--- src/hw/rtl/olst_pkg.sv ---
// Shared types for the ordered list block: action codes, beat structs
// and the per-cell command. No dependencies.
`default_nettype none

package olst_pkg;

	// Action codes carried in the action field of an input beat
	typedef enum logic [2:0] {
		ACT_GET    = 3'd0,
		ACT_APPEND = 3'd1,
		ACT_INSERT = 3'd2,
		ACT_REMOVE = 3'd3,
		ACT_FIND   = 3'd4,
		ACT_SET    = 3'd5,
		ACT_CLEAR  = 3'd6
	} act_e;

	// Input beat
	typedef struct packed {
		logic [2:0]  action;
		logic [4:0]  element_index;
		logic [31:0] element_value;
	} in_t;

	// Result beat
	typedef struct packed {
		logic [31:0] read_value;
		logic        found;
		logic [3:0]  found_index;
		logic [4:0]  item_count;
		logic        error;
	} out_t;

	// Command broadcast to every cell; go is high only for an accepted, legal action
	typedef struct packed {
		logic       go;
		logic [2:0] action;
		logic [4:0] idx;
	} cell_cmd_t;

endpackage

`default_nettype wire

--- src/hw/rtl/olst_cell.sv ---
// One list slot: holds a word, loads, shifts up or down, and compares.
// Depends on olst_pkg.
`default_nettype none

module olst_cell import olst_pkg::*; #(
	parameter int W   = 32,
	parameter int IW  = 5,
	parameter int IDX = 0
) (
	input  wire logic          clk,
	input  wire cell_cmd_t     cmd,
	input  wire logic [W-1:0]  word,
	input  wire logic [IW-1:0] cnt,
	input  wire logic [W-1:0]  left,
	input  wire logic [W-1:0]  right,
	output logic      [W-1:0]  data,
	output logic               hit
);

	localparam logic [IW-1:0] POS = IW'(IDX);

	logic [W-1:0]  data_q;
	logic [W-1:0]  data_nxt;
	logic [IW-1:0] idx_w;

	assign idx_w = IW'(cmd.idx);

	// Pick the next word for this slot from the action and its position
	always_comb begin
		data_nxt = data_q;
		if (cmd.go) begin
			case (cmd.action)
				ACT_APPEND: begin
					if (POS == cnt) data_nxt = word;
				end
				ACT_INSERT: begin
					if (POS == idx_w) data_nxt = word;
					else if (POS > idx_w && POS <= cnt) data_nxt = left;
				end
				ACT_REMOVE: begin
					if (POS >= idx_w && (POS + IW'(1)) < cnt) data_nxt = right;
				end
				ACT_SET: begin
					if (POS == idx_w) data_nxt = word;
				end
				default: data_nxt = data_q;
			endcase
		end
	end

	// Hold the slot word
	always_ff @(posedge clk) begin
		data_q <= data_nxt;
	end

	assign data = data_q;
	assign hit  = (POS < cnt) && (data_q == word);

endmodule

`default_nettype wire

--- src/hw/rtl/olst_ctrl.sv ---
// Fill count, legality checks and cell command for the ordered list.
// Depends on olst_pkg.
`default_nettype none

module olst_ctrl import olst_pkg::*; #(
	parameter int DEPTH = 16,
	parameter int CW    = 5,
	parameter int IW    = 5
) (
	input  wire logic          clk,
	input  wire logic          arst_n,
	input  wire logic          accept,
	input  wire in_t           cmd,
	output cell_cmd_t          cell_cmd,
	output logic      [IW-1:0] cnt,
	output logic      [IW-1:0] cnt_next,
	output logic               err
);

	logic [CW-1:0] count_q;
	logic [IW-1:0] idx_w;
	logic          full;
	logic          ok;

	assign cnt   = IW'(count_q);
	assign idx_w = IW'(cmd.element_index);
	assign full  = (cnt == IW'(DEPTH));

	// Check the action against the fill count and work out the new count
	always_comb begin
		ok       = 1'b0;
		cnt_next = cnt;
		case (cmd.action)
			ACT_GET, ACT_SET: begin
				ok = (idx_w < cnt);
			end
			ACT_APPEND: begin
				ok = !full;
				if (ok) cnt_next = cnt + IW'(1);
			end
			ACT_INSERT: begin
				ok = !full && (idx_w <= cnt);
				if (ok) cnt_next = cnt + IW'(1);
			end
			ACT_REMOVE: begin
				ok = (idx_w < cnt);
				if (ok) cnt_next = cnt - IW'(1);
			end
			ACT_FIND: begin
				ok = 1'b1;
			end
			ACT_CLEAR: begin
				ok       = 1'b1;
				cnt_next = '0;
			end
			default: ok = 1'b0;
		endcase
	end

	assign err             = !ok;
	assign cell_cmd.go     = accept && ok;
	assign cell_cmd.action = cmd.action;
	assign cell_cmd.idx    = cmd.element_index;

	// Advance the fill count on each accepted beat
	always_ff @(posedge clk or negedge arst_n) begin
		if (!arst_n) begin
			count_q <= '0;
		end else if (accept) begin
			count_q <= CW'(cnt_next);
		end
	end

endmodule

`default_nettype wire

--- src/hw/rtl/ordered_list_shift_table.sv ---
// Top level of the ordered list: control, row of cells, result pipeline.
// Depends on olst_pkg, olst_ctrl and olst_cell.
//
// Usage:
//   Input channel: a beat is taken at a rising edge where start is high and
//   busy is low. busy stays low, so a new beat may be sent in every cycle.
//   Each beat names an action (get, append, insert, remove, find, set,
//   clear) with an index and a word.
//   Result channel: done is high for exactly one cycle with the result beat
//   on result; the beat is taken at the edge ending that cycle.
//   Pipeline: the accepting edge loads vld_s1, which loads done_s2. Throughput is
//   one beat per cycle: every cell updates and compares in the accepting
//   cycle, and the lowest match is encoded in the following stage.
//   Reset: arst_n clears the fill count and the pipeline valid bits; stored
//   words are not cleared and are read only after they are written.
//   The receiver cannot stall; results are never held back.
`default_nettype none

module ordered_list_shift_table import olst_pkg::*; #(
	parameter int DEPTH     = 16,
	parameter int WORD_BITS = 32
) (
	input  wire logic clk,
	input  wire logic arst_n,
	input  wire logic start,
	output logic      busy,
	input  wire in_t  cmd,
	output logic      done,
	output out_t      result
);

	localparam int CW = $clog2(DEPTH + 1);
	localparam int IW = (CW > 5) ? CW : 5;
	localparam int AW = $clog2(DEPTH);

	logic                 accept;
	cell_cmd_t            cell_cmd;
	logic [IW-1:0]        cnt;
	logic [IW-1:0]        cnt_next;
	logic                 err;
	logic [WORD_BITS-1:0] word;
	logic [WORD_BITS-1:0] cell_data [DEPTH];
	logic [DEPTH-1:0]     cell_hit;
	logic [IW-1:0]        idx_w;

	logic                 vld_s1;
	logic                 err_s1;
	logic                 find_s1;
	logic [WORD_BITS-1:0] rd_s1;
	logic [DEPTH-1:0]     hit_s1;
	logic [4:0]           cnt_s1;

	logic                 done_s2;
	out_t                 result_s2;

	logic [AW-1:0]        fidx;
	logic                 fany;

	assign busy   = 1'b0;
	assign accept = start && !busy;
	assign word   = WORD_BITS'(cmd.element_value);
	assign idx_w  = IW'(cmd.element_index);

	olst_ctrl #(.DEPTH(DEPTH), .CW(CW), .IW(IW)) u_ctrl (
		.clk      (clk),
		.arst_n   (arst_n),
		.accept   (accept),
		.cmd      (cmd),
		.cell_cmd (cell_cmd),
		.cnt      (cnt),
		.cnt_next (cnt_next),
		.err      (err)
	);

	// Row of cells; each takes its neighbors' words for shifts
	for (genvar i = 0; i < DEPTH; i++) begin : g_cell
		logic [WORD_BITS-1:0] left_w;
		logic [WORD_BITS-1:0] right_w;
		if (i == 0) begin : g_first
			assign left_w = word;
		end else begin : g_mid
			assign left_w = cell_data[i-1];
		end
		if (i == DEPTH - 1) begin : g_last
			assign right_w = cell_data[i];
		end else begin : g_inner
			assign right_w = cell_data[i+1];
		end
		olst_cell #(.W(WORD_BITS), .IW(IW), .IDX(i)) u_cell (
			.clk   (clk),
			.cmd   (cell_cmd),
			.word  (word),
			.cnt   (cnt),
			.left  (left_w),
			.right (right_w),
			.data  (cell_data[i]),
			.hit   (cell_hit[i])
		);
	end

	// Stage 1 valid
	always_ff @(posedge clk or negedge arst_n) begin
		if (!arst_n) begin
			vld_s1 <= 1'b0;
		end else begin
			vld_s1 <= accept;
		end
	end

	// Stage 1 payload: read word, match vector, status
	always_ff @(posedge clk) begin
		err_s1  <= err;
		find_s1 <= cell_cmd.go && (cmd.action == ACT_FIND);
		cnt_s1  <= 5'(cnt_next);
		hit_s1  <= cell_hit;
		if (cell_cmd.go && cmd.action == ACT_GET) begin
			rd_s1 <= cell_data[idx_w[AW-1:0]];
		end else begin
			rd_s1 <= '0;
		end
	end

	// Encode the lowest matching slot
	always_comb begin
		fidx = '0;
		fany = 1'b0;
		for (int i = DEPTH - 1; i >= 0; i--) begin
			if (hit_s1[i]) begin
				fidx = AW'(i);
				fany = 1'b1;
			end
		end
	end

	// Stage 2 strobe
	always_ff @(posedge clk or negedge arst_n) begin
		if (!arst_n) begin
			done_s2 <= 1'b0;
		end else begin
			done_s2 <= vld_s1;
		end
	end

	// Stage 2 result beat
	always_ff @(posedge clk) begin
		result_s2.read_value  <= 32'(rd_s1);
		result_s2.found       <= find_s1 && fany;
		result_s2.found_index <= (find_s1 && fany) ? 4'(fidx) : 4'd0;
		result_s2.item_count  <= cnt_s1;
		result_s2.error       <= err_s1;
	end

	assign done   = done_s2;
	assign result = result_s2;

endmodule

`default_nettype wire

--- config.mk ---
export PLATFORM = sky130hd
export DESIGN_NAME = ordered_list_shift_table
export DESIGN_NICKNAME = d
export VERILOG_FILES = /design/src/hw/rtl/olst_pkg.sv /design/src/hw/rtl/olst_cell.sv /design/src/hw/rtl/olst_ctrl.sv /design/src/hw/rtl/ordered_list_shift_table.sv
export SDC_FILE = /design/constraint.sdc
export NUM_CORES = 2
export LEC_CHECK = 0
export CAP_MARGIN = 5
export CORE_UTILIZATION = 45
export DETAILED_ROUTE_END_ITERATION = 8
export DONT_BUFFER_PORTS = 1
export PLACE_DENSITY = 0.59
export SYNTH_ARGS = -nofsm -noshare
export SYNTH_HDL_FRONTEND = slang
export SYNTH_SLANG_ARGS = --single-unit
--- constraint.sdc ---
create_clock -name clk -period 9.22 [get_ports clk]
set_input_delay 0.922 -clock clk [delete_from_list [all_inputs] [get_ports clk]]
set_output_delay 0.922 -clock clk [all_outputs]
set_load 0.05 [all_outputs]
==> run metrics <==
status=finished, violations left; failing checks=max-capacitance violations, max-slew violations; hold depth=0; mux cell area share after synthesis=9.99%; CTS Buffer Depth=3; total core area=87300 sq um; fin nets=3845; largest net degree at the start of global routing=491; Reg clk slew, reported paths=60 ps; final core utilization=49.1%; Initial Utilization=45.7%; Yosys cell types=67; io pins=88; Yosys top cell by area=edfxtp_1; TNS Setup=0 ps; Worst path slowest cell=dfrtp_1; CP Max Fanout=32; area grow syn2layout=7.37%; crit end category=flip-flop; Num CTS Buffers=76; WP data required=9500 ps; CP bufs+invs=2; largest family of logic cells by synthesized area=simple AND/OR/NAND/NOR gates; Finished Cell Area=42800 sq um; post-synthesis sequential area ratio=43.9%; Crit Path Class=reg -> reg; slowest stage delay, CP=840 ps; violation count after the first detailed-route iteration=6175; CP top delay family=simple AND/OR/NAND/NOR gates; number of synthesized flops with an enable pin=512; DIE AREA=89800 sq um; grt ovf=0; synth warn=0; FMAX=0.224 GHz; xor/xnor cell area share of the yosys netlist=11.2%; worst-path cell chain=inv_1, ha_1, nand2_1, nor4b_2, a211oi_1, o211ai_2, nand3_2, a2111oi_2, buf_4; pwr dens=178 nW/um^2; Final setup violation count=0; largest cells by area after synthesis=edfxtp_1 39%, mux4_2 9.0%, xor2_1 7.4%; layout cells sized above 1=10.6%; CP startpoint kind=flip-flop; FF-to-FF path depth=9; die height=300 um; maxcap violations=1; Rel. slew slack=-2.95%; fin crit share=48.4%; routed wire length=164 mm; placed instance area=40300 sq um; VDD IR-drop max=0.141 mV; Root Driver=clkbuf_16; #FFs+latches synth=617; max-slew violations=2; Synth Area in Adders=0.314%; Synth Net Count=4142; HP Class=in -> reg; Synth Cell Area=39900 sq um; Via density=6.81; clk_lat worst skew=660 ps; Crit. path cell count=9; RSZ-0062 raised after global routing=no; Pleak=15.6 nW; Period minus WS final=4460 ps; Data arrival, critical path=4740 ps; Global Route Usage Sum=35.8%; Post-route DRC=0; # rows=108; Main synth FF type=edfxtp_1; global-route wire length before repair=236 mm; Die W=300 um; initial antenna violation count=13; Hold Fails Final Rpt=0; Post-CTS Setup Inserts=0; post-synthesis compound-gate area fraction=14.5%; port bufs=0; post_cts resized=0; Mapped Cells=4089; cts hold-fix bufs=1; routed via count=34100; Post-Syn Area per Cell=9.75 sq um; share of the synthesized area in the top cell type=38.5%; routability congestion estimate=1.02; clock sinks=617; routed len/inst=32.7 um; Worst Tran Pin Value=1530 ps; Post-DRT Antenna Nets=0; clk_skew=32.4 ps; CTS tree=done; Async SR Flop Fraction=1.13%; H-tree Lvls=3; DPL Wire Length=110 mm; first-pass detailed-route iteration total=6; vias in the first global route=31700; area share of and/or/nand/nor cells after synthesis=15.6%
-- through the flow --
step           setup slack [ps]  hold WS [ps]  instances  power [mW]
2_1_floorplan              1150           310       4089        4.20
3_3_place_gp               4830           311       4868        4.50
3_5_place_dp               4790           312       4868        4.50
4_1_cts                    4790           282       5009        7.60
5_1_grt                    4550           289       5009        7.82
6_report                   4760           314       5010        7.64
-- flip-flops by register name, indices dropped and copies added, names as in the netlist --
signal              count
u_ctrl.cnt              5
g_cell.u_cell.data    512
err_s1                  1
done                    1
vld_s1                  1
find_s1                 1
rd_s1                  32
hit_s1                 16
result                 43
cnt_s1                  5
-- path summary, 6_finish.rpt --
| check | end | start | slack (ps) |
|---|---|---|---|
| min | vld_s1$_DFF_PN0_ | start | 310 |
| max | g_cell[6].u_cell.data[20]$_DFFE_PP_ | u_ctrl.cnt[4]$_DFFE_PN0P_ | 4760 |
| min in group asynchronous | vld_s1$_DFF_PN0_ | arst_n | 670 |
| min reg2reg | result[21]$_DFF_P_ | rd_s1[10]$_SDFF_PN0_ | 330 |
| max reg2reg | g_cell[6].u_cell.data[20]$_DFFE_PP_ | u_ctrl.cnt[4]$_DFFE_PN0P_ | 4760 |
| max in group asynchronous | u_ctrl.cnt[1]$_DFFE_PN0P_ | arst_n | 8240 |
-- Yosys cell counts (3+ instances only) --
cell / instances
mux2_2: 34
or2_2: 3
and2_1: 3
inv_1: 15
a21o_1: 4
o21ai_0: 491
buf_2: 65
a22oi_1: 114
dfrtp_1: 7
and3_1: 343
a2111oi_0: 6
a21oi_1: 396
ha_1: 10
clkbuf_1: 312
nand4_1: 56
nand2_1: 569
dfxtp_1: 98
nor2b_1: 35
nor3_1: 13
nor2_1: 60
buf_4: 4
a31oi_1: 14
xnor2_1: 175
mux4_2: 160
nor4_1: 112
a221oi_1: 3
nand3_1: 34
xor2_1: 337
buf_1: 43
edfxtp_1: 512
a311oi_1: 4
nand2b_1: 5
a211oi_1: 7
-- per-layer routing --
metal  GRT usage, %  vias to the layer above  routed length [um]
met4           14.5                        2                7390
li1               -                    14400                   -
met2           51.9                     2409               71100
met1           49.6                    17100               63400
met5              0                        -                   8
met3           11.1                      268               21900
-- layout make-up --
cell class | instances | area [sq um]
fill | 8062 | 44500
multi-input combinational | 3029 | 20800
sequential | 617 | 17500
clock buffer | 104 | 2230
tap | 1155 | 1450
timing repair buffer | 51 | 398
clock inverter | 36 | 329
inverter | 17 | 71.3
antenna | 1 | 2.50
-- cells in the final DEF, fill, tap and decap left out, types with 7 or more instances in the layout --
master and instances:
mux2_2 34, inv_1 15, buf_4 49, ha_1 10
nand2_1 568, and3_1 343, a22oi_1 114, clkbuf_8 7
mux4_2 160, nor4_2 7, xor2_1 337, edfxtp_1 512
o21ai_2 13, nand3_1 33, nor3_1 11, dfrtp_1 7
clkinv_1 17, clkinv_2 8, nand4_1 56, dfxtp_1 98
a21oi_1 394, clkbuf_16 83, nor2_1 56, o21ai_0 478
a31oi_1 14, nor4_1 105, clkbuf_1 14, xnor2_1 175
nor2b_1 34
-- power breakdown --
group / internal [mW] / switching [mW] / total (mW)
clock network: 1.83 / 1.30 / 3.13
registers: 3.17 / 0.175 / 3.34
logic: 0.428 / 0.735 / 1.16
-- cells by family (layout without fill, tap and decap cells) --
family,count (synthesis),in the layout
flops,617,617
simple gates,1248,1248
other cells,1,2
fa+ha+maj,10,10
xor+xnor,512,512
compound gates,1064,1064
buf+inv,443,208
mux,194,194
Note: power is estimated with default switching activity, not from simulation.
